`config.mk`:
```
export PLATFORM = sky130hd
export DESIGN_NAME = srbt_sqrt
export DESIGN_NICKNAME = d
export VERILOG_FILES = /design/src/rtl/core/srbt_sqrt.sv
export SDC_FILE = /design/constraint.sdc
export NUM_CORES = 2
export LEC_CHECK = 0
export BUFFER_PORTS_ARGS = -buffer_cell sky130_fd_sc_hd__buf_2
export CORE_UTILIZATION = 25
export DETAILED_ROUTE_END_ITERATION = 12
export GPL_ROUTABILITY_DRIVEN = 0
export PLACE_DENSITY = 0.48
export SLEW_MARGIN = 20
export SYNTH_ARGS = -nofsm -noshare
export SYNTH_HDL_FRONTEND = slang
export SYNTH_MEMORY_MAX_BITS = 65536
export SYNTH_SLANG_ARGS = --single-unit
```
`constraint.sdc`:
```
create_clock -name clk -period 7.28 [get_ports clk]
set_input_delay 0.364 -clock clk [delete_from_list [all_inputs] [get_ports clk]]
set_output_delay 0.364 -clock clk [all_outputs]
set_load 0.05 [all_outputs]
```
`src/rtl/core/srbt_sqrt.sv`:
```
// Pipelined integer square root, one result bit per stage, with a side
// payload carried alongside. Depends on nothing.
module srbt_sqrt #(
  parameter int SIDE_W = 1
) (
  input  logic              clk,
  input  logic              rst_n,
  input  logic              in_v,
  input  logic [63:0]       in_rad,
  input  logic [SIDE_W-1:0] in_side,
  output logic              out_v,
  output logic [31:0]       out_root,
  output logic [SIDE_W-1:0] out_side
);

  localparam int STEPS = 32;

  logic [STEPS-1:0]  v_r;
  logic [63:0]       rem_r   [STEPS];
  logic [63:0]       res_r   [STEPS];
  logic [SIDE_W-1:0] side_r  [STEPS];
  logic [63:0]       rem_nxt [STEPS];
  logic [63:0]       res_nxt [STEPS];

  always_comb begin
    logic [63:0] src_rem;
    logic [63:0] src_res;
    logic [63:0] bit_k;
    logic [63:0] trial;
    for (int k = 0; k < STEPS; k++) begin
      src_rem = (k == 0) ? in_rad : rem_r[(k == 0) ? 0 : k-1];
      src_res = (k == 0) ? 64'd0  : res_r[(k == 0) ? 0 : k-1];
      bit_k   = 64'd1 << (62 - 2*k);
      trial   = src_res + bit_k;
      if (src_rem >= trial) begin
        rem_nxt[k] = src_rem - trial;
        res_nxt[k] = (src_res >> 1) + bit_k;
      end else begin
        rem_nxt[k] = src_rem;
        res_nxt[k] = src_res >> 1;
      end
    end
  end

  always_ff @(posedge clk) begin
    if (!rst_n) begin
      v_r <= '0;
    end else begin
      v_r <= {v_r[STEPS-2:0], in_v};
    end
  end

  always_ff @(posedge clk) begin
    for (int k = 0; k < STEPS; k++) begin
      rem_r[k]  <= rem_nxt[k];
      res_r[k]  <= res_nxt[k];
      side_r[k] <= (k == 0) ? in_side : side_r[(k == 0) ? 0 : k-1];
    end
  end

  assign out_v    = v_r[STEPS-1];
  assign out_root = res_r[STEPS-1][31:0];
  assign out_side = side_r[STEPS-1];

endmodule

```
==> flow_summary.toml <==
[critical_path]
r2r_slack_ns = 2.63
startpoint_type = "flop"
crit_chain = "inv_1 > ha_1 > and4_1 > and4_1 > nand2_1 > nor3_1 > a2111oi_2 > o31ai_4 > buf_4 > nand2_2 > nor2_1 > nand3_1 > xnor2_1"
r2r.worst_path.cells = 13
end_kind = "flop"
worst_path_largest_cell_delay_ns = 0.97
worstReg2RegEnd = "rem_r[1][893]"
crit_path_start = "res_r[1][789]"
cp_max_fo = 62
crit_type = "flop to flop"
required_ns = 8.04
timing.rr.start = "res_r[1][789]"
cp_slowest_cell = "nor3_1"
crit_top_cell = "and4_1"
worstPathArrival_ns = 5.41
cp-endpoint = "rem_r[1][893]"

[timing]
slew_headroom = 0.197
skew_ns = 0.111
rsz0062_at_grt = "false"
whs_ns = 0.0787
fin_crit_ns = 4.65
period_share = 0.639
setup_viol = 0
finalSetupTns_ns = 0
fmax_mhz = 215
worstMarginPinSlew_ns = 1.20
hold_viol = 0
final-max-slew-violation-count = 0

[logic_synthesis]
yosys-top-cells-count = "2576 x dfxtp_1, 721 x nor2_1, 697 x a21oi_1"
ys_types = 98
synth_ff_type = "dfxtp_1"
synthesis.area_sq_um = 97100
synth_nets = 10352
syn_inst = 9726
async_reset_ff_frac = 0
yosysTopAreaCellShare = 0.531
synth_seq_cells = 2576
ys_seq_area_frac = 0.531
yosysMostFrequentCell = "dfxtp_1"
synth.area.top_cells = "dfxtp_1 53%, ha_1 7.2%, xnor2_1 4.8%"
synth_warnings = 0
synth_area_per_cell_sq_um = 9.98
yosysTopAreaCell = "dfxtp_1"
synth-edff-count = 0

[placed_design]
placed_cells = 14831
dp_hpwl_mm = 203
io_buffers = 101

[outcome]
status = "completed"

[global_routing]
grt_pass1_wl_mm = 400
grt_usage = 0.129
first_global_vias = 68344
grt-ovfl-total = 0
antenna_found_initial = 6
grt_max_degree = 63

[clocking]
tritoncts = "yes"
clk_pin_slew_worst_paths_ns = 0.06
cts-htree-levels = 5
cts_buffers = 287
clock_path_buffers = 4
cts_root_buf = "clkbuf_16"
clock-sinks = 2576
clock_latency_ns = 0.93

[finish]
fillCellCount = 40137
layout-drive-gt1-share = 0.0773
final_cells = 15431
synthToLayoutAreaGrowth_pct = 17.8
fin_nets = 10648

[pwr]
power.density_nw_per_um2 = 402
peakVddDrop_uv = 239
leakage_uw = 0.0505

[floorplanning]
coreArea_sq_um = 386000
fp-row-count = 228
dieArea_sq_um = 391000
fp.dieW_um = 625
num_io_pins = 102
die_y_um = 625
start_util = 0.251

[routing]
via_count = 67377
drt_iter0_drc = 3657
route.detailed.drc = 0
routedWlPerCell_um = 16.7
totalWireLength_mm = 258
drt_first_pass_iters = 6
via_per_inst = 4.37
drt.antenna.violating_nets = 0

[min_path]
hold_class = "input pin to flop"

[flow_run]
cap_violations = 0
## kinds of logic (layout without fill, tap and decap cells)
kind of cell    after synthesis  after routing  synth area share
other cells                   0              4                 0
simple gates               2904           2904             0.155
buf+inv                     893           1419            0.0350
flops                      2576           2576             0.531
mux                          91             91            0.0105
fa+ha+maj                   558            558            0.0719
compound gates             1804           1804             0.115
xor+xnor                    900            900            0.0812
## placed cells by master, fill, tap and decap left out, drive strengths merged, types with 343 or more instances in the layout
cell	count
a21oi	697
clkbuf	394
dfxtp	2576
ha	558
inv	706
nand2	559
nor2	721
nor4	343
o21ai	369
xnor2	529
xor2	371
## where the power goes
group	switching [uW]	internal, uW
Sequential	3000	17200
Clock	6070	8970
Combinational	5970	4690
## cell type report
| cell class | count | area (sq um) | area share |
|---|---|---|---|
| clock inverters | 125 | 1730 | 0.0152 |
| flip-flops and latches | 2576 | 51600 | 0.451 |
| inverters | 691 | 2590 | 0.0227 |
| repair buffers | 209 | 1520 | 0.0133 |
| well taps | 5175 | 6470 | 0.0567 |
| clock buffers | 394 | 8200 | 0.0718 |
| diodes | 4 | 10.0 | 0.0000876 |
| multi-input cells | 6257 | 42200 | 0.369 |
## worst max-delay path: cells and delay by family (launching register included)
kind	cells	cell delay (ns)
AND/OR/NAND/NOR	7	2.61
flip-flops	1	0.34
XOR/XNOR	1	0.16
AO/OA/AOI/OAI	2	0.33
adder cells (fa/ha/maj)	1	0.45
buffers and inverters	2	0.63
## metrics by stage
| step | total power (uW) | area (sq um) | util | setup WS (ns) |
|---|---|---|---|---|
| global placement | 31200 | 104000 | 0.268 | 2.70 |
| floorplan | 27300 | 97100 | - | 4.05 |
| detailed placement | 31100 | 104000 | 0.268 | 2.72 |
| finish | 45900 | 114000 | 0.296 | 2.63 |
| global route | 48600 | 114000 | 0.296 | 2.36 |
| CTS | 46400 | 114000 | 0.296 | 2.68 |
## worst min-delay path by stage
stage | start | to | depth (start not counted)
after floorplan | side_r[0][9] | side_r[0][10] | 0
after global placement | side_r[0][13] | side_r[0][14] | 0
after detailed placement | side_r[1][8] | side_r[1][9] | 0
after CTS | in_rad[38] | rem_r[0][38] | 2
after global routing | in_rad[37] | rem_r[0][37] | 2
final | in_rad[9] | rem_r[0][9] | 2
## per-layer routing
| metal | part of all wire | wire length, um | track usage |
|---|---|---|---|
| met5 | 0 | 0 | 0 |
| met4 | 0.035 | 9060 | 0.0448 |
| met3 | 0.037 | 9480 | 0.0193 |
| met2 | 0.48 | 124000 | 0.228 |
| met1 | 0.45 | 116000 | 0.159 |
## registers in the layout (all words and copies together) (netlist names)
signal and count:
rem_r 1984, res_r 528, v_r 32, side_r 32
## repair_timing
| item | 4_1_cts | 5_1_grt |
|---|---|---|
| resized for setup | 0 | 0 |
| hold buffers | 77 | 0 |
| buffers inserted | 0 | 0 |
| hold endpoints to repair | 98 | 0 |
(Power assumes the default switching activity.)
